===== src/sv/fpv_pkg.sv =====
`timescale 1ns / 1ps
// Shared constants, types, coefficients and the quarter-wave sine table builder.
package fpv_pkg;

  // Series size and sine table resolution.
  localparam int HARMONICS  = 15;
  localparam int TABLE_BITS = 10;
  localparam int MAX_HARM   = 32;

  localparam int ROM_N  = 1 << TABLE_BITS;
  localparam int ROM_W  = 16;
  localparam int ADDR_W = TABLE_BITS + 1;
  localparam int ANG_W  = TABLE_BITS + 2;
  localparam int MAG_W  = ROM_W + 1;

  localparam int COEF_W   = 17;
  localparam int PROD_W   = COEF_W + MAG_W;
  localparam int SUM_W    = 40;
  localparam int GRP_SIZE = 4;
  localparam int GROUPS   = (HARMONICS + GRP_SIZE - 1) / GRP_SIZE;

  localparam int OFFSET_SHIFT = 13;
  localparam int DIFF_W       = 47;
  localparam int DMAG_W       = DIFF_W - 1;
  localparam int GAIN_HALF    = 16;
  localparam int PART_W       = DMAG_W + GAIN_HALF;
  localparam int SPEED_SHIFT  = 17;
  localparam int SPEED_W      = PART_W + 1 - SPEED_SHIFT;

  localparam int NRM_W     = 16;
  localparam int VPROD_W   = SPEED_W + NRM_W;
  localparam int VEL_SHIFT = 23;
  localparam int VMAG_W    = VPROD_W - VEL_SHIFT;
  localparam int VEL_W     = 32;

  localparam int IN_TDATA_W  = 80;
  localparam int OUT_TDATA_W = 96;
  localparam int CFG_AW      = 4;
  localparam int CFG_DW      = 32;

  // Pipeline stages, numbered from the input side.
  localparam int STG_PHASE = 1;
  localparam int STG_ANGLE = 2;
  localparam int STG_ROM   = 3;
  localparam int STG_MUL   = 4;
  localparam int STG_LANE  = 5;
  localparam int STG_GROUP = 6;
  localparam int STG_DIFF  = 7;
  localparam int STG_ABS   = 8;
  localparam int STG_GAIN  = 9;
  localparam int STG_SPEED = 10;
  localparam int STG_NMUL  = 11;
  localparam int STG_OUT   = 12;
  localparam int NSTG      = STG_OUT;

  localparam logic signed [31:0] FLOW_OFFSET_RST   = 32'sd0;
  localparam logic [31:0]        CYCLE_RATE_RST    = 32'd65536;
  localparam logic [31:0]        VELOCITY_GAIN_RST = 32'd0;

  localparam logic [VEL_W-1:0] VEL_MAX = {1'b0, {(VEL_W-1){1'b1}}};
  localparam logic [VEL_W-1:0] VEL_MIN = {1'b1, {(VEL_W-1){1'b0}}};

  typedef logic [NSTG:1] stg_t;
  typedef logic [2:0][NRM_W-1:0] nrm_t;
  typedef logic [2:0][VEL_W-1:0] vel_t;
  typedef logic [ROM_N:0][ROM_W-1:0] rom_t;

  typedef struct packed {
    logic signed [31:0] flow_offset;
    logic [31:0]        cycle_rate;
    logic [31:0]        velocity_gain;
  } cfg_t;

  // Register indexes; index three is unmapped and ignores writes.
  typedef enum logic [1:0] {
    REG_FLOW_OFFSET   = 2'd0,
    REG_CYCLE_RATE    = 2'd1,
    REG_VELOCITY_GAIN = 2'd2,
    REG_SPARE         = 2'd3
  } reg_idx_t;

  // Q2.14 series coefficients; harmonics above the fifteenth are zero.
  localparam int COS_COEF [MAX_HARM] = '{
    46463, -18012, 11593, 8010, -4840, 1877, -6064, 3869,
    -765, 1323, 90, -1267, 671, -624, 634, 0,
    0, 0, 0, 0, 0, 0, 0, 0,
    0, 0, 0, 0, 0, 0, 0, 0
  };
  localparam int SIN_COEF [MAX_HARM] = '{
    18574, -14076, -17186, 11728, -1111, 3726, -2269, -2504,
    1350, -1154, 1990, -581, -244, 243, -866, 0,
    0, 0, 0, 0, 0, 0, 0, 0,
    0, 0, 0, 0, 0, 0, 0, 0
  };

  localparam logic [63:0] PI_HALF_Q30 = 64'd1686629713;

  // Shift-and-subtract quotient used by the table builder.
  function automatic logic [63:0] long_quot(input logic [63:0] num, input logic [63:0] den);
    logic [63:0] q;
    logic [64:0] r;
    q = '0;
    r = '0;
    for (int b = 63; b >= 0; b--) begin
      r = {r[63:0], num[b]};
      if (r >= {1'b0, den}) begin
        r    = r - {1'b0, den};
        q[b] = 1'b1;
      end
    end
    return q;
  endfunction

  // Builds the quarter-wave table at elaboration from a Q30 Taylor series,
  // rounded half up to Q15 magnitudes.
  function automatic rom_t build_qrom();
    rom_t        rom;
    logic [63:0] x;
    logic [63:0] x2;
    logic [63:0] term;
    logic [63:0] v;
    logic [63:0] dv;
    longint      acc;
    rom = '0;
    for (int i = 0; i <= ROM_N; i++) begin
      x    = (PI_HALF_Q30 * 64'(i)) >> TABLE_BITS;
      x2   = (x * x) >> 30;
      term = x;
      acc  = 0;
      for (int n = 0; n < 12; n++) begin
        if ((n & 1) != 0) begin
          acc = acc - longint'(term);
        end else begin
          acc = acc + longint'(term);
        end
        dv   = 64'((2 * n + 2) * (2 * n + 3));
        term = long_quot((term * x2) >> 30, dv);
      end
      if (acc < 0) begin
        acc = 0;
      end
      v = (64'(acc) + 64'd16384) >> 15;
      if (v > 64'd32768) begin
        v = 64'd32768;
      end
      rom[i] = ROM_W'(v);
    end
    return rom;
  endfunction

endpackage


===== src/sv/fpv_cfg.sv =====
`timescale 1ns / 1ps
// Configuration register file behind the APB-style port.
module fpv_cfg (
  input  logic                          clk,
  input  logic                          rst_n,
  input  logic                          psel,
  input  logic                          penable,
  input  logic                          pwrite,
  input  logic [fpv_pkg::CFG_AW-1:0]    paddr,
  input  logic [fpv_pkg::CFG_DW-1:0]    pwdata,
  output logic [fpv_pkg::CFG_DW-1:0]    prdata,
  output logic                          pready,
  output fpv_pkg::cfg_t                 cfg
);
  import fpv_pkg::*;

  cfg_t     cfg_r;
  cfg_t     cfg_nxt;
  reg_idx_t idx;
  logic     wr;

  assign pready = 1'b1;
  assign wr     = psel & penable & pwrite & pready;
  assign idx    = reg_idx_t'(paddr[CFG_AW-1:2]);

  always_comb begin
    cfg_nxt = cfg_r;
    if (wr) begin
      case (idx)
        REG_FLOW_OFFSET: begin
          cfg_nxt.flow_offset = $signed(pwdata);
        end
        REG_CYCLE_RATE: begin
          cfg_nxt.cycle_rate = pwdata;
        end
        REG_VELOCITY_GAIN: begin
          cfg_nxt.velocity_gain = pwdata;
        end
        default: begin
        end
      endcase
    end
  end

  always_comb begin
    case (idx)
      REG_FLOW_OFFSET: begin
        prdata = cfg_r.flow_offset;
      end
      REG_CYCLE_RATE: begin
        prdata = cfg_r.cycle_rate;
      end
      REG_VELOCITY_GAIN: begin
        prdata = cfg_r.velocity_gain;
      end
      default: begin
        prdata = '0;
      end
    endcase
  end

  always_ff @(posedge clk) begin
    if (!rst_n) begin
      cfg_r.flow_offset   <= FLOW_OFFSET_RST;
      cfg_r.cycle_rate    <= CYCLE_RATE_RST;
      cfg_r.velocity_gain <= VELOCITY_GAIN_RST;
    end else begin
      cfg_r <= cfg_nxt;
    end
  end

  assign cfg = cfg_r;

endmodule


===== config.mk =====
export PLATFORM = sky130hd
export DESIGN_NAME = fpv_cfg
export DESIGN_NICKNAME = d
export VERILOG_FILES = /design/src/sv/fpv_pkg.sv /design/src/sv/fpv_cfg.sv
export SDC_FILE = /design/constraint.sdc
export NUM_CORES = 1
export LEC_CHECK = 0
export ABC_AREA = 0
export BUFFER_PORTS_ARGS = -buffer_cell sky130_fd_sc_hd__buf_4
export CAP_MARGIN = 20
export CORE_MARGIN = 3
export CORE_UTILIZATION = 44
export DETAILED_ROUTE_END_ITERATION = 8
export PLACE_DENSITY_LB_ADDON = 0.05
export SLEW_MARGIN = 20
export SYNTH_ARGS = -nofsm -noshare
export SYNTH_HDL_FRONTEND = slang
export SYNTH_SLANG_ARGS = --single-unit

===== constraint.sdc =====
create_clock -name clk -period 1.15 [get_ports clk]
set_input_delay 0.1725 -clock clk [delete_from_list [all_inputs] [get_ports clk]]
set_output_delay 0.1725 -clock clk [all_outputs]
set_load 0.01 [all_outputs]

==> qor.log <==
[drt] sum of met3 wire segment lengths after detailed routing 707 um
[drt] routed vias 4040
[clock_network] number of CTS-inserted buffers 9
[yosys] count leader, synth nand2_1
[grt] antenna violations before repair 0
[yosys] count of warnings emitted by yosys 0
[power_and_ir_drop] Pwr Density 951.4 nW/um2
[setup_path] required time of the critical path 0.98 ns
[grt] global-route usage over all layers 23.47%
[cells_and_area] post-layout instance count excluding filler cells 821
[status] status finished with violations
[yosys] most instantiated cells after synthesis nand2_1, mux2i_1, dfxtp_1
[place] post-detailed-placement cell area 5771 um2
[drt] detailed-route wire length per cell 15.77 um
[flow_run] max capacitance violation total 0
[place] buffers added on ports 166
[clock_network] buffer depth of the longest clock path 2
[clock_network] Clock transition at path regs 0.09 ns
[sta] post-route clock skew 0 ns
[sta] final number of hold-violating endpoints 0
[power_and_ir_drop] Leak Pwr 3.152 nW
[power_and_ir_drop] worst supply voltage drop on vdd 0.5782 mV
[yosys] syn_nets 502
[drt] drt via density 4.921
[yosys] largest area contributor in the synthesized netlist dfxtp_1
[yosys] Post-Synthesis Cells 461
[yosys] register area share after synthesis 45.54%
[yosys] Top FF cell, synth dfxtp_1
[drt] DRC marker count from the first detailed-route iteration 107
[yosys] area fraction of the dominant cell type after synthesis 45.54%
[clock_network] clock latency at the later pin of the worst-skew pair 0.34 ns
[sta] final critical-path share of the clock period 111.6%
[grt] largest net degree at the start of global routing 42
[sta] post-route worst setup slack -0.1332 ns
[setup_path] largest driver fanout on the critical path 2
[yosys] synthesized area 4220 um2
[sta] Final Max Slew Viols 0
[die] io pins 170
[grt] number of global-route vias before repair 4116
[setup_path] type of the setup path with the least slack reg2out
[setup_path] Arr. time, crit path 1.11 ns
[die] row count 35
[cells_and_area] proportion of layout cells with a drive suffix above 1 48.84%
[clock_network] total number of clock tree sinks 96
[grt] first-pass GRT wire length 20.71 mm
[cells_and_area] layout overhead on the synthesized area 58.67%
[die] Die Width 103.9 um
[hold_path] path category of the worst min-delay check in2reg
[die] die area 10800 um2
[drt] highest signal layer in the routed design met4
[yosys] leading post-synthesis cells by cell area dfxtp_1, mux2i_1, nand2_1, o21ai_0, clkbuf_1
[place] final weighted congestion in routability-driven placement 0.7805
[yosys] count of unique library cells instantiated by Yosys 15
[sta] Period minus WS final 1.283 ns
[die] starting density of the core 45.46%
[drt] Met2 Routed Length 6.420 mm
[sta] maximum clock rate 0.7793 GHz
[place] post-detailed-placement half-perimeter wirelength 8.963 mm
[die] total core area 9284 um2
[cells_and_area] count of nets after finishing 728
[drt] WL met1 5.613 mm
[status] violations in the final reports setup timing
[clock_network] clock root cell clkbuf_8
[setup_path] Setup crit end kind output port
[cells_and_area] flip-flop count of the largest register after layout 96
[clock_network] quantity of hold-fixing buffers added after cts 0
[clock_network] maximum level of the CTS H-tree 3
[yosys] synthesized area divided by synthesized cell count 9.155 um2
[die] Die Height 103.9 um
[drt] DRC violations left 0
[drt] wire length reported by the detailed router 12.94 mm
[cells_and_area] Non-Filler Cell Area, Final 6696 um2
[clock_network] TritonCTS clock tree done
[cells_and_area] Diodes inserted 0
[grt] Overflow after GRT 0
[yosys] number of enable flip-flop cells after synthesis 0
[drt] drt pass-1 iters 4
[yosys] number of synthesized register bits 96
[yosys] share of flip-flops with an asynchronous set or reset after synthesis 0%
[sta] final-report setup violation count 32
[setup_path] kind of start point of the critical path flop
[sta] setup total negative slack -2.124 ns
[place] number of placed cells counting well taps 752
[sta] RSZ-0062 raised after global routing true
[drt] number of routed nets with antenna violations 0
## layout make-up
class / instances / area [um2]
Fill cell: 744 / 2587
Timing Repair Buffer: 253 / 2206
Multi-Input combinational cell: 327 / 2127
Sequential cell: 96 / 2003
Tap cell: 129 / 161.4
Clock buffer: 12 / 145.1
Clock inverter: 4 / 53.80
## worst max-delay path, cell delays in order, from the launching register on
cell	delay [ns]
dfxtp_2	0.35
mux2i_1	0.07
o21ai_1	0.18
buf_4	0.16
## through the flow
step / utilization, % / hold slack, ns / worst slack [ns] / total power [mW]
after floorplan: - / 0.3329 / -0.01516 / 3.796
after global placement: 62.16 / 0.4395 / -0.2485 / 4.119
after detailed placement: 62.16 / 0.4576 / -0.2605 / 4.132
after CTS: 70.00 / 0.07732 / -0.1678 / 6.399
after global routing: 72.13 / 0.1094 / -0.2116 / 6.619
final: 72.13 / 0.09672 / -0.1332 / 6.371
## metal layers
metal / vias up / global-route usage (%)
met5: - / 0
met4: 0 / 7.787
met3: 19 / 4.904
met2: 128 / 40.62
met1: 1909 / 29.10
li1: 1984 / -
## repair_timing
action | CTS | global route
setup endpoints to repair | 32 | 80
pin swaps | 5 | 5
setup buffers | 52 | 2
cloned | 1 | 0
resized for setup | 104 | 51
## worst paths after layout
path	cells past startpoint	start	endpoint	slack (ns)
worst max-delay path	3	cfg[67]	prdata[3]	-0.13
worst min-delay path	3	pwdata[16]	cfg[48]	0.1
worst max register to register	3	cfg[48]	cfg[48]	0.39
worst min register to register	2	cfg[82]	cfg[82]	0.47
## cells by family (layout without fill, tap and decap cells)
family                 after synthesis  count (layout)  share of synthesized area (%)
buffers and inverters               38             269                          4.892
multiplexers                       128             128                          30.36
AO/OA/AOI/OAI                       32              32                          3.795
AND/OR/NAND/NOR                    166             166                          15.33
flip-flops                          96              96                          45.54
other                                1               1                        0.08886
## where the power goes
| group | switching [mW] | internal, mW | total [mW] |
|---|---|---|---|
| logic | 0.367 | 0.380 | 0.747 |
| clock network | 1.15 | 1.07 | 2.22 |
| registers | 0.0326 | 3.37 | 3.40 |
## placed cells by master (no fill, tap or decap)
cell type   netlist  routed
conb_1            1       1
clkinvlp_4        0       2
clkbuf_8          0      10
buf_6             3      53
mux2i_4           0       1
nand2_1         159     159
o21ai_1           0      31
buf_4             8     192
nor3_4            0       1
nor2b_4           0       1
clkbuf_1         17       2
clkinv_4          0       1
nor2b_1           3       2
buf_16            0       1
dfxtp_2           0      65
nand3_1           1       1
o21ai_2           0       1
buf_12            0       7
dfxtp_1          96      31
mux2i_1         128     127
bufinv_16         0       1
nor3b_2           0       1
or3b_2            0       1
No activity file was read; power rests on OpenSTA's default activity.
