$ cat src/sv/fpv_pkg.sv
`timescale 1ns / 1ps
// Shared constants, types, coefficients and the quarter-wave sine table builder.
package fpv_pkg;

  // Series size and sine table resolution.
  localparam int HARMONICS  = 15;
  localparam int TABLE_BITS = 10;
  localparam int MAX_HARM   = 32;

  localparam int ROM_N  = 1 << TABLE_BITS;
  localparam int ROM_W  = 16;
  localparam int ADDR_W = TABLE_BITS + 1;
  localparam int ANG_W  = TABLE_BITS + 2;
  localparam int MAG_W  = ROM_W + 1;

  localparam int COEF_W   = 17;
  localparam int PROD_W   = COEF_W + MAG_W;
  localparam int SUM_W    = 40;
  localparam int GRP_SIZE = 4;
  localparam int GROUPS   = (HARMONICS + GRP_SIZE - 1) / GRP_SIZE;

  localparam int OFFSET_SHIFT = 13;
  localparam int DIFF_W       = 47;
  localparam int DMAG_W       = DIFF_W - 1;
  localparam int GAIN_HALF    = 16;
  localparam int PART_W       = DMAG_W + GAIN_HALF;
  localparam int SPEED_SHIFT  = 17;
  localparam int SPEED_W      = PART_W + 1 - SPEED_SHIFT;

  localparam int NRM_W     = 16;
  localparam int VPROD_W   = SPEED_W + NRM_W;
  localparam int VEL_SHIFT = 23;
  localparam int VMAG_W    = VPROD_W - VEL_SHIFT;
  localparam int VEL_W     = 32;

  localparam int IN_TDATA_W  = 80;
  localparam int OUT_TDATA_W = 96;
  localparam int CFG_AW      = 4;
  localparam int CFG_DW      = 32;

  // Pipeline stages, numbered from the input side.
  localparam int STG_PHASE = 1;
  localparam int STG_ANGLE = 2;
  localparam int STG_ROM   = 3;
  localparam int STG_MUL   = 4;
  localparam int STG_LANE  = 5;
  localparam int STG_GROUP = 6;
  localparam int STG_DIFF  = 7;
  localparam int STG_ABS   = 8;
  localparam int STG_GAIN  = 9;
  localparam int STG_SPEED = 10;
  localparam int STG_NMUL  = 11;
  localparam int STG_OUT   = 12;
  localparam int NSTG      = STG_OUT;

  localparam logic signed [31:0] FLOW_OFFSET_RST   = 32'sd0;
  localparam logic [31:0]        CYCLE_RATE_RST    = 32'd65536;
  localparam logic [31:0]        VELOCITY_GAIN_RST = 32'd0;

  localparam logic [VEL_W-1:0] VEL_MAX = {1'b0, {(VEL_W-1){1'b1}}};
  localparam logic [VEL_W-1:0] VEL_MIN = {1'b1, {(VEL_W-1){1'b0}}};

  typedef logic [NSTG:1] stg_t;
  typedef logic [2:0][NRM_W-1:0] nrm_t;
  typedef logic [2:0][VEL_W-1:0] vel_t;
  typedef logic [ROM_N:0][ROM_W-1:0] rom_t;

  typedef struct packed {
    logic signed [31:0] flow_offset;
    logic [31:0]        cycle_rate;
    logic [31:0]        velocity_gain;
  } cfg_t;

  // Register indexes; index three is unmapped and ignores writes.
  typedef enum logic [1:0] {
    REG_FLOW_OFFSET   = 2'd0,
    REG_CYCLE_RATE    = 2'd1,
    REG_VELOCITY_GAIN = 2'd2,
    REG_SPARE         = 2'd3
  } reg_idx_t;

  // Q2.14 series coefficients; harmonics above the fifteenth are zero.
  localparam int COS_COEF [MAX_HARM] = '{
    46463, -18012, 11593, 8010, -4840, 1877, -6064, 3869,
    -765, 1323, 90, -1267, 671, -624, 634, 0,
    0, 0, 0, 0, 0, 0, 0, 0,
    0, 0, 0, 0, 0, 0, 0, 0
  };
  localparam int SIN_COEF [MAX_HARM] = '{
    18574, -14076, -17186, 11728, -1111, 3726, -2269, -2504,
    1350, -1154, 1990, -581, -244, 243, -866, 0,
    0, 0, 0, 0, 0, 0, 0, 0,
    0, 0, 0, 0, 0, 0, 0, 0
  };

  localparam logic [63:0] PI_HALF_Q30 = 64'd1686629713;

  // Shift-and-subtract quotient used by the table builder.
  function automatic logic [63:0] long_quot(input logic [63:0] num, input logic [63:0] den);
    logic [63:0] q;
    logic [64:0] r;
    q = '0;
    r = '0;
    for (int b = 63; b >= 0; b--) begin
      r = {r[63:0], num[b]};
      if (r >= {1'b0, den}) begin
        r    = r - {1'b0, den};
        q[b] = 1'b1;
      end
    end
    return q;
  endfunction

  // Builds the quarter-wave table at elaboration from a Q30 Taylor series,
  // rounded half up to Q15 magnitudes.
  function automatic rom_t build_qrom();
    rom_t        rom;
    logic [63:0] x;
    logic [63:0] x2;
    logic [63:0] term;
    logic [63:0] v;
    logic [63:0] dv;
    longint      acc;
    rom = '0;
    for (int i = 0; i <= ROM_N; i++) begin
      x    = (PI_HALF_Q30 * 64'(i)) >> TABLE_BITS;
      x2   = (x * x) >> 30;
      term = x;
      acc  = 0;
      for (int n = 0; n < 12; n++) begin
        if ((n & 1) != 0) begin
          acc = acc - longint'(term);
        end else begin
          acc = acc + longint'(term);
        end
        dv   = 64'((2 * n + 2) * (2 * n + 3));
        term = long_quot((term * x2) >> 30, dv);
      end
      if (acc < 0) begin
        acc = 0;
      end
      v = (64'(acc) + 64'd16384) >> 15;
      if (v > 64'd32768) begin
        v = 64'd32768;
      end
      rom[i] = ROM_W'(v);
    end
    return rom;
  endfunction

endpackage

$ cat src/sv/fpv_flow.sv
`timescale 1ns / 1ps
// Valid bits and per-stage load enables for the velocity pipeline.
module fpv_flow (
  input  logic          clk,
  input  logic          rst_n,
  input  logic          in_valid,
  output logic          in_ready,
  output logic          out_valid,
  input  logic          out_ready,
  output fpv_pkg::stg_t en
);
  import fpv_pkg::*;

  stg_t valid_r;
  stg_t valid_nxt;
  stg_t rdy;
  stg_t prev;

  // A stage can load when the output drains or some stage at or after it is empty,
  // so bubbles are squeezed out while the output is stalled.
  always_comb begin
    for (int s = 1; s <= NSTG; s++) begin
      rdy[s] = out_ready | ~(&(valid_r | stg_t'((1 << (s - 1)) - 1)));
    end
    prev      = {valid_r[NSTG-1:1], in_valid};
    en        = rdy & prev;
    valid_nxt = (rdy & prev) | (~rdy & valid_r);
  end

  always_ff @(posedge clk) begin
    if (!rst_n) begin
      valid_r <= '0;
    end else begin
      valid_r <= valid_nxt;
    end
  end

  assign in_ready  = rdy[1];
  assign out_valid = valid_r[NSTG];

  a_room_means_ready: assert property (@(posedge clk) disable iff (!rst_n)
    !(&valid_r) |-> in_ready)
    else $error("pipeline has an empty stage but refuses input");

  a_count_up: assert property (@(posedge clk) disable iff (!rst_n)
    (in_valid && in_ready && !(out_valid && out_ready))
    |=> $countones(valid_r) == $past($countones(valid_r)) + 1)
    else $error("accepted word not held in the pipeline");

  a_count_down: assert property (@(posedge clk) disable iff (!rst_n)
    (!(in_valid && in_ready) && out_valid && out_ready)
    |=> $countones(valid_r) + 1 == $past($countones(valid_r)))
    else $error("delivered word not removed from the pipeline");

endmodule

$ cat config.mk
export PLATFORM = sky130hd
export DESIGN_NAME = fpv_flow
export DESIGN_NICKNAME = d
export VERILOG_FILES = /design/src/sv/fpv_pkg.sv /design/src/sv/fpv_flow.sv
export SDC_FILE = /design/constraint.sdc
export NUM_CORES = 1
export LEC_CHECK = 0
export ABC_AREA = 0
export BUFFER_PORTS_ARGS = -buffer_cell sky130_fd_sc_hd__buf_2
export CAP_MARGIN = 20
export CORE_MARGIN = 4
export CORE_UTILIZATION = 42
export CTS_CLUSTER_SIZE = 16
export DETAILED_ROUTE_END_ITERATION = 10
export GPL_TIMING_DRIVEN = 0
export PLACE_DENSITY = 0.71
export SLEW_MARGIN = 20
export SYNTH_ARGS = -nofsm -noshare
export SYNTH_HDL_FRONTEND = slang
export SYNTH_SLANG_ARGS = --single-unit
export TNS_END_PERCENT = 20
$ cat constraint.sdc
create_clock -name clk -period 1.14 [get_ports clk]
set_input_delay 0.228 -clock clk [delete_from_list [all_inputs] [get_ports clk]]
set_output_delay 0.228 -clock clk [all_outputs]
set_load 0.02 [all_outputs]
==> metrics.csv, run 1 <==
stage,metric,value,unit
status,status,finished with violations,
status,failing checks,negative setup slack,
synthesis,Gate Count Post-Synth,58,
final_layout,Final Cell Area,847,µm²
route,via/cell ratio,5.31,
sta,Max Clk Rate,608,MHz
sta,fin crit share,1.44,
placed_design,RD Place Congestion,0.734,
synthesis,Synth Area per Inst,9.56,µm²
sta,worst relative slew slack,0.741,
placed_design,IO Port Bufs,17,
sta,setup_tns,-5.32,ns
route,Pre-Repair DR Iteration Count,5,
placed_design,dpl hpwl,779,µm
synthesis,yosys warns,0,
synthesis,Post-synth EDFFs,0,
sta,min setup slack post-route,-0.506,ns
power_and_ir_drop,P_leak,0.418,nW
global_routing,largest net degree at the start of global routing,11,
synthesis,largest cells by area after synthesis,"dfxtp_1 43%, nor2b_1 9.0%, o21a_1 8.1%",
setup_path,CP Max Fanout,6,
setup_path,CP endpoint kind,primary output,
route,"antenna viol nets, final",0,
placed_design,Placed Cells incl. Taps,89,
synthesis,async set-reset flop share out of synthesis,0,
global_routing,first-pass GRT wire length,2.13,mm
final_layout,fin nets,96,
setup_path,CP Cell Sequence,nand4b_4 -> nor4_4 -> buf_4 -> a21boi_2 -> buf_2,
floorplanning,io pins,18,
floorplanning,Site Rows,12,
placed_design,DP Worst Slack,-0.343,ns
setup_path,critical path arrival,1.42,ns
clocking,CTS sink cnt,12,
sta,min cycle time layout,1.65,ns
synthesis,"count leader, synth",dfxtp_1,
sta,worst slew pin tran,0.388,ns
clocking,Clock Path Buffers,2,
synthesis,number of distinct library cells after synthesis,22,
synthesis,cell accounting for the most synthesized area,dfxtp_1,
placed_design,Post-DP Area,668,µm²
clocking,TritonCTS Buffers,3,
synthesis,most instantiated cells after synthesis,"12 x dfxtp_1, 8 x nor2b_1, 7 x nand2_1",
final_layout,area delta synth->final,52.8,%
clocking,CTS Root Buffer Type,clkbuf_4,
global_routing,Tot GR Track Use,0.147,
sta,Max Slew Vio Count,0,
setup_path,Required @ worst endpoint,0.91,ns
route,WL per Instance,12.3,µm
floorplanning,core region area,0.00117,mm²
worst_hold_path,Hold/Removal Path Class,in2reg,
floorplanning,Die Wd,44.3,µm
setup_path,max incr delay on CP,0.36,ns
global_routing,gr ovfl total,0,
route,routed wire length,1.28,mm
sta,Final Hold Viols,0,
sta,Final Hold Slack,0.252,ns
clocking,TritonCTS clock tree,yes,
sta,RSZ-0062 raised after global routing,true,
run,Max-Cap Viols,0,
setup_path,worst-path cell with the longest stage delay,dfxtp_4,
power_and_ir_drop,worst ir drop on vdd,527,µV
synthesis,synthesized area,554,µm²
synthesis,Mapped Nets,62,
clocking,Worst-Skew Late Latency,0.27,ns
floorplanning,die area,0.00196,mm²
sta,Final Skew,0.00874,ns
global_routing,number of global-route vias before repair,504,
sta,final setup violation count,14,
route,DRC viols,0,
final_layout,Post-Layout Cell Count,104,
route,total number of vias,552,
final_layout,share of cells above drive strength 1,0.589,
power_and_ir_drop,Power Dens Cells,859,mW/mm²
setup_path,critical path class,reg2out,
setup_path,Critical Path Start Type,flip-flop,
synthesis,sequential-to-total area share from yosys stat,0.433,
synthesis,#FFs+latches synth,12,
setup_path,reg2reg setup slack,-0.09,ns
route,DR iter-0 viols,3,
synthesis,main flop type after synthesis,dfxtp_1,
clocking,CTS H-tree lvls,1,
floorplanning,initial cell density of the core,0.473,
final_layout,antenna cells,0,
global_routing,antenna violations before repair,0,
clocking,"Reg clk slew, reported paths",0.07,ns
floorplanning,die height,44.3,µm
synthesis,Synth top area share,0.433,
-- through the flow --
step	total power [mW]	util
3_3_place_gp	0.488	0.571
3_5_place_dp	0.488	0.571
5_1_grt	0.763	0.723
4_1_cts	0.732	0.703
6_report	0.727	0.723
2_1_floorplan	0.469	-
-- power breakdown --
part	leakage (nW)	switching (mW)	internal [mW]
combinational	0.301	0.0281	0.0255
clock	0.0138	0.128	0.122
sequential	0.103	0.00557	0.418
total	0.418	0.162	0.566
-- path summary, 6_finish.rpt --
check,startpoint,to,depth (start not counted)
setup / recovery,flip-flop,en[0],5
hold / removal,rst_n,flip-flop,3
setup reg to reg,flip-flop,flip-flop,5
hold reg to reg,flip-flop,flip-flop,2
-- placed cells by master (no fill, tap or decap), types with 2 or more instances in the layout --
cell and instances:
a21boi_2 2, nand2_2 2, buf_4 15, dfxtp_2 7, dfxtp_1 2, buf_2 12
clkbuf_4 3, a21boi_1 3, dfxtp_4 3, a21oi_1 2, nand2_1 5, nor2b_1 6
o21a_1 6, and2_1 2, buf_6 2
-- cells by family after synthesis --
logic type | Yosys count | synth area share
AND/OR/NAND/NOR | 26 | 0.314
AO/OA/AOI/OAI | 18 | 0.239
flip-flops | 12 | 0.433
buffers and inverters | 2 | 0.0135
-- what timing repair did --
action                                  4_1_cts  5_1_grt
gates resized for setup                      20        6
endpoints found under the hold margin         0        0
buffers inserted                             11        1
gates cloned                                  0        0
hold buffers                                  0        0
endpoints found under the setup margin       18       18
pin swaps                                     5        4
-- cell type report --
| type | instances | area (µm²) |
|---|---|---|
| clock buffer | 3 | 22.5 |
| fill | 93 | 324 |
| multi-input combinational | 44 | 344 |
| sequential | 12 | 260 |
| buffer | 1 | 3.75 |
| tap | 14 | 17.5 |
| timing repair buffer | 29 | 195 |
| inverter | 1 | 3.75 |
-- routing by layer --
metal,wire length [µm],vias up,global-route usage,part of all wire
li1,-,278,-,-
met1,555,261,0.191,0.43
met2,651,13,0.224,0.51
met3,73,0,0.0610,0.057
met4,0,0,0.0361,0
met5,0,-,0,0
-- worst max-delay path: cells and delay by family (launching register included) --
kind                   cells  cell delay (ns)
and+or+nand+nor            2             0.40
buffers and inverters      2             0.33
AOI/OAI and AO/OA          1             0.05
DFF                        1             0.36
No activity file was read; power rests on OpenSTA's default activity.
==> run 2: changes to the inputs <==
SKIP_LAST_GASP = 1   (was not set)
==> run 2 against run 1 <==
The flow still finishes with violations (negative setup slack). Clock power grew 2%. Sequential cell count stayed put. Sequential power barely moved. Critical path depth did not move. First-iteration DRC count grew to 3.0 times the previous value. Utilization is 3.0 points lower. Register-to-register slack barely moved. Fmax hardly changed. Clock skew up 0.0020 ns. Non-clock buffer count did not move. Sequential share of layout area grew 1.3 points. Die area stayed put.
==> metrics.csv, run 2 (same netlist as run 1, synthesis figures left out) <==
stage,metric,value,unit,change
final_layout,fin nets,96,,unchanged
setup_path,worst-path cell with the longest stage delay,dfxtp_2,,was dfxtp_4
final_layout,"most common cell after layout, fill and taps aside",buf_2,,was buf_4
clocking,CTS sink cnt,12,,unchanged
run,Max-Cap Viols,0,,unchanged
setup_path,Critical Path Start Type,flip-flop,,unchanged
power_and_ir_drop,register share of total power,0.582,,about the same
floorplanning,core region area,0.00117,mm²,unchanged
route,DR iter-0 viols,9,,was 3
sta,RSZ-0062 raised after global routing,true,,unchanged
sta,Final Hold Viols,0,,unchanged
power_and_ir_drop,Power Total,728,µW,was 727 µW
placed_design,RD Place Congestion,0.734,,unchanged
sta,fin crit share,1.44,,about the same
clocking,Post-CTS Hold Buffers,0,,unchanged
route,via/cell ratio,5.02,,was 5.31
final_layout,area delta synth->final,46.5,%,was 52.8%
setup_path,critical path class,reg2out,,unchanged
global_routing,GRT busiest layer,met2,,unchanged
clocking,CTS Root Buffer Type,clkbuf_4,,unchanged
power_and_ir_drop,Power Dens Cells,896,mW/mm²,was 859 mW/mm²
floorplanning,die height,44.3,µm,unchanged
sta,Max Slew Vio Count,0,,unchanged
clocking,"Reg clk slew, reported paths",0.07,ns,about the same
floorplanning,io pins,18,,unchanged
power_and_ir_drop,internal power,563,µW,was 566 µW
final_layout,most frequent cells in the layout,"16 x buf_2, 12 x buf_4, 7 x nor2b_1, 7 x dfxtp_2, 6 x o21a_1",,"was 15 x buf_4, 12 x buf_2, 7 x dfxtp_2"
route,Pre-Repair DR Iteration Count,4,,was 5
global_routing,GRT met3 Usage,0.0610,,unchanged
clocking,CTS H-tree lvls,1,,unchanged
status,failing checks,negative setup slack,,unchanged
global_routing,Tot GR Track Use,0.138,,was 0.147
route,routed wire length,1.23,mm,was 1.28 mm
power_and_ir_drop,worst ir drop on vdd,525,µV,was 527 µV
power_and_ir_drop,net load switching power,165,µW,was 162 µW
route,"antenna viol nets, final",0,,unchanged
sta,Final Skew,0.0108,ns,was 0.00874 ns
sta,min setup slack post-route,-0.505,ns,was -0.506 ns
sta,worst slew pin tran,0.407,ns,was 0.388 ns
clocking,Clock Path Buffers,2,,unchanged
route,DRC viols,0,,unchanged
placed_design,Placed Cells incl. Taps,89,,unchanged
floorplanning,Die Wd,44.3,µm,unchanged
global_routing,first-pass GRT wire length,2.00,mm,was 2.13 mm
worst_hold_path,Hold/Removal Path Class,in2reg,,unchanged
route,WL per Instance,11.8,µm,was 12.3 µm
sta,worst relative slew slack,0.729,,was 0.741
final_layout,Post-Layout Cell Count,104,,unchanged
sta,min cycle time layout,1.64,ns,was 1.65 ns
power_and_ir_drop,Sw Share,0.226,,was 0.222
setup_path,critical path arrival,1.42,ns,about the same
setup_path,cell family with most CP delay,simple AND/OR/NAND/NOR gates,,unchanged
global_routing,number of global-route vias before repair,476,,was 504
status,status,finished with violations,,unchanged
placed_design,DP Worst Slack,-0.343,ns,unchanged
floorplanning,initial cell density of the core,0.473,,unchanged
final_layout,antenna cells,0,,unchanged
global_routing,gr ovfl total,0,,unchanged
global_routing,antenna violations before repair,0,,unchanged
placed_design,IO Port Bufs,17,,unchanged
global_routing,routing usage on met1,0.183,,was 0.191
setup_path,Required @ worst endpoint,0.91,ns,about the same
setup_path,CP Max Fanout,6,,unchanged
clocking,TritonCTS clock tree,yes,,unchanged
clocking,Worst-Skew Late Latency,0.28,ns,was 0.27 ns
clocking,TritonCTS Buffers,3,,unchanged
floorplanning,die area,0.00196,mm²,unchanged
setup_path,WP buf/inv,2,,unchanged
global_routing,largest net degree at the start of global routing,11,,unchanged
floorplanning,Site Rows,12,,unchanged
sta,Max Clk Rate,608,MHz,about the same
power_and_ir_drop,Clk pwr share,0.350,,was 0.344
power_and_ir_drop,P_leak,0.410,nW,was 0.418 nW
setup_path,CP endpoint kind,primary output,,unchanged
sta,final setup violation count,15,,was 14
sta,Final Hold Slack,0.246,ns,was 0.252 ns
placed_design,dpl hpwl,779,µm,unchanged
global_routing,met2 GRT Util,0.203,,was 0.224
setup_path,max incr delay on CP,0.35,ns,was 0.36 ns
power_and_ir_drop,Comb pwr share,0.068,,was 0.074
route,total number of vias,522,,was 552
final_layout,share of cells above drive strength 1,0.544,,was 0.589
setup_path,CP Cell Sequence,nand4b_4 -> nor4_4 -> buf_4 -> a21boi_2 -> buf_2,,unchanged
-- run 2: changes by cell type in the layout (fill, tap and decap cells not counted) --
| cell | delta |
|---|---|
| nor2b_1 | +1 |
| a21boi_2 | -1 |
| buf_4 | -3 |
| buf_2 | +4 |
| nor2b_4 | -1 |
| o41ai_2 | -1 |
| nor2_1 | +1 |
| a21boi_0 | +1 |
| nor2_2 | -1 |
| o41ai_1 | +1 |
| buf_6 | -1 |
-- run 2: final timing paths --
check,from,to,slack (ns),cells after the start
max,flip-flop,en[0],-0.50,5
min,rst_n,flip-flop,0.25,3
max reg2reg,flip-flop,flip-flop,-0.09,5
min reg2reg,flip-flop,flip-flop,0.46,2
-- run 2: layer usage --
layer  vias up  part of all wire
li1        273                 -
met3         2             0.054
met5         -                 0
met2        10              0.48
met4         0            0.0065
met1       237              0.46
-- run 2: worst min-delay path: stages --
cell and delay (ns):
buf_2 0.14, nand2_1 0.07, o31ai_1 0.05
-- run 2: per-stage QoR --
stage	utilization	setup TNS [ns]	cell area, µm²
floorplan	-	-1.13	566
global placement	0.571	-2.77	668
detailed placement	0.571	-2.92	668
CTS	0.687	-5.36	805
global route	0.693	-6.87	812
finish	0.693	-5.54	812
-- run 2: power by group through the flow --
stage / Sequential (mW) / Combinational (mW) / Clock (mW)
after CTS: 0.424 / 0.0498 / 0.255
after global routing: 0.425 / 0.0533 / 0.281
after detailed placement: 0.440 / 0.0479 / 0
after floorplan: 0.439 / 0.0300 / 0
final: 0.424 / 0.0492 / 0.255
after global placement: 0.440 / 0.0474 / 0
-- run 2: layout make-up --
cell class	count	area, µm²
well taps	14	17.5
clock buffers	3	22.5
inverters	1	3.75
multi-input cells	44	323
fillers	97	359
plain buffers	1	3.75
flip-flops and latches	12	260
repair buffers	29	181
-- run 2: timing repair --
action / in CTS / in global routing
setup buffers: 11 / 1
endpoints found under the setup margin: 18 / 18
pin swaps: 3 / 1
resized for setup: 15 / 0
hold endpoints to repair: 0 / 0
==> run 3: changes to the inputs <==
CORE_AREA = 4 4 41 43   (was not set)
CORE_MARGIN = not set   (was 4)
CORE_UTILIZATION = not set   (was 42)
DIE_AREA = 0 0 45 47   (was not set)
PLACE_DENSITY = 0.68   (was 0.71)
clock period = 1.99 ns   (was 1.14 ns; I/O delays follow)
==> run 3 against run 2 <==
The run now ends clean. Critical path type unchanged. Worst hold slack better by 0.20 ns. Largest power group unchanged. Total power is 43% lower. Global-route usage is 2.1 points lower. Clock skew is 0.0088 ns lower. First-iteration DRC count is 56% lower. Utilization is 16 points lower. Final cell count is 9.6% lower. Non-clock buffer count is 11 lower.
==> metrics.csv, run 3 (same netlist as run 1, synthesis figures left out) <==
stage,metric,value,unit,change
final_layout,fin nets,85,,was 96
sta,Final Hold Viols,0,,unchanged
setup_path,CP Cell Sequence,nand4b_4 -> nor4_4 -> buf_4 -> nand2_1 -> buf_2,,was nand4b_4 -> nor4_4 -> buf_4 -> a21boi_2 -> buf_2
final_layout,Post-Layout Cell Count,94,,was 104
worst_hold_path,Hold/Removal Path Class,in2reg,,unchanged
clocking,Clock Path Buffers,2,,unchanged
final_layout,FILL cells,137,,was 97
sta,final setup violation count,0,,was 15
global_routing,first-pass GRT wire length,1.73,mm,was 2.00 mm
sta,fin crit share,0.974,,
run,Max-Cap Viols,0,,unchanged
floorplanning,die area,0.00212,mm²,was 0.00196 mm²
clocking,TritonCTS Buffers,3,,unchanged
route,routed wire length,1.11,mm,was 1.23 mm
global_routing,number of global-route vias before repair,412,,was 476
setup_path,Required @ worst endpoint,1.59,ns,was 0.91 ns
clocking,CTS Root Buffer Type,clkbuf_4,,unchanged
placed_design,dpl hpwl,830,µm,was 779 µm
setup_path,critical path arrival,1.54,ns,was 1.42 ns
clocking,Worst-Skew Late Latency,0.27,ns,was 0.28 ns
setup_path,cell family with most CP delay,simple AND/OR/NAND/NOR gates,,unchanged
worst_hold_path,worst hold path startpoint,rst_n,,unchanged
global_routing,antenna violations before repair,0,,unchanged
power_and_ir_drop,worst ir drop on vdd,444,µV,was 525 µV
floorplanning,die height,47,µm,was 44.3 µm
clocking,Post-CTS Hold Buffers,0,,unchanged
global_routing,largest net degree at the start of global routing,11,,unchanged
final_layout,area delta synth->final,25.3,%,was 46.5%
global_routing,Tot GR Track Use,0.118,,was 0.138
final_layout,most frequent cells in the layout,"17 x buf_2, 11 x dfxtp_1, 8 x nor2b_1",,"was 16 x buf_2, 12 x buf_4, 7 x nor2b_1, 7 x dfxtp_2, 6 x o21a_1"
sta,Final Skew,0.00200,ns,was 0.0108 ns
clocking,CTS sink cnt,12,,unchanged
sta,setup_tns,0,ns,was -5.54 ns
final_layout,Final Util,0.534,,was 0.693
final_layout,"most common cell after layout, fill and taps aside",buf_2,,unchanged
placed_design,RD Place Congestion,0.735,,was 0.734
sta,min cycle time layout,1.94,ns,
final_layout,antenna cells,0,,unchanged
route,WL per Instance,11.9,µm,was 11.8 µm
worst_hold_path,Hold Path Depth,3,,unchanged
status,status,finished clean,,was finished with violations
setup_path,Critical Path Start Type,flip-flop,,unchanged
route,"antenna viol nets, final",0,,unchanged
sta,RSZ-0062 raised after global routing,true,,unchanged
clocking,CTS H-tree lvls,1,,unchanged
setup_path,critical path class,reg2out,,unchanged
sta,worst relative slew slack,0.727,,was 0.729
route,total number of vias,484,,was 522
floorplanning,initial cell density of the core,0.426,,was 0.473
floorplanning,io pins,18,,unchanged
setup_path,CP Max Fanout,7,,was 6
floorplanning,Site Rows,13,,was 12
sta,worst slew pin tran,0.410,ns,was 0.407 ns
route,via/cell ratio,5.15,,was 5.02
placed_design,Placed Cells incl. Taps,90,,was 89
route,Pre-Repair DR Iteration Count,4,,unchanged
floorplanning,Die Wd,45,µm,was 44.3 µm
power_and_ir_drop,Power Dens Cells,596,mW/mm²,was 896 mW/mm²
setup_path,CP endpoint kind,primary output,,unchanged
power_and_ir_drop,P_leak,0.338,nW,was 0.410 nW
setup_path,Worst Reg2Reg Path Length in Cells,4,,was 5
setup_path,worst-path cell with the longest stage delay,dfxtp_1,,was dfxtp_2
setup_path,WP buf/inv,2,,unchanged
final_layout,share of cells above drive strength 1,0.316,,was 0.544
route,DRC viols,0,,unchanged
placed_design,IO Port Bufs,17,,unchanged
global_routing,gr ovfl total,0,,unchanged
setup_path,max incr delay on CP,0.40,ns,was 0.35 ns
clocking,"Reg clk slew, reported paths",0.07,ns,about the same
setup_path,reg2reg setup slack,0.72,ns,was -0.09 ns
floorplanning,core region area,0.00130,mm²,was 0.00117 mm²
route,DR iter-0 viols,4,,was 9
clocking,TritonCTS clock tree,yes,,unchanged
sta,Max Slew Vio Count,0,,unchanged
sta,Max Clk Rate,516,MHz,
[run 3: cell count changes in the layout (fill, tap and decap cells not counted), sizes merged]
cell,delta
buf,-11
[run 3: report_power, final]
group	total [mW]	internal (mW)	switching, mW
Clock	0.141	0.0700	0.0708
Sequential	0.246	0.243	0.00309
Combinational	0.0268	0.0117	0.0151
[run 3: layer usage]
metal	up-vias	global-route usage	share of wire
met3	2	0.0613	0.068
met4	0	0.0526	0.0090
met1	214	0.144	0.47
li1	256	-	-
met2	12	0.172	0.45
met5	-	0	0
[run 3: how the worst max path moves through the flow]
stage                     to  slack [ns]  cells after the start
finish              in_ready        0.05                      5
global route           en[2]       -0.06                      4
CTS                    en[0]       0.006                      4
detailed placement     en[0]        0.14                      5
global placement       en[0]        0.15                      5
floorplan              en[0]        0.28                      3
[run 3: area by class of cell]
class / count / area [µm²] / share of cell area
multi-input cells: 44 / 312 / 0.449
flip-flops and latches: 12 / 241 / 0.348
repair buffers: 18 / 92.6 / 0.133
clock buffers: 3 / 22.5 / 0.0324
well taps: 15 / 18.8 / 0.0270
plain buffers: 1 / 3.75 / 0.00541
inverters: 1 / 3.75 / 0.00541
[run 3: repair_timing]
action | in CTS | in global routing
setup buffers | 0 | 1
pin swaps | 0 | 2
resized for setup | 1 | 1
endpoints found under the setup margin | 3 | 7
[run 3: tightest hold or removal path, stage by stage]
cell	delay, ns
buf_2	0.14
nand2_1	0.08
o31ai_1	0.05
[run 3: per-stage QoR]
step	setup slack, ns	hold WS [ns]	total power [mW]	cell area [µm²]
floorplan	0.277	0.435	0.267	554
global placement	0.147	0.463	0.278	658
detailed placement	0.139	0.468	0.279	658
CTS	0.00625	0.438	0.421	682
global route	-0.0637	0.450	0.436	694
finish	0.0527	0.448	0.414	694
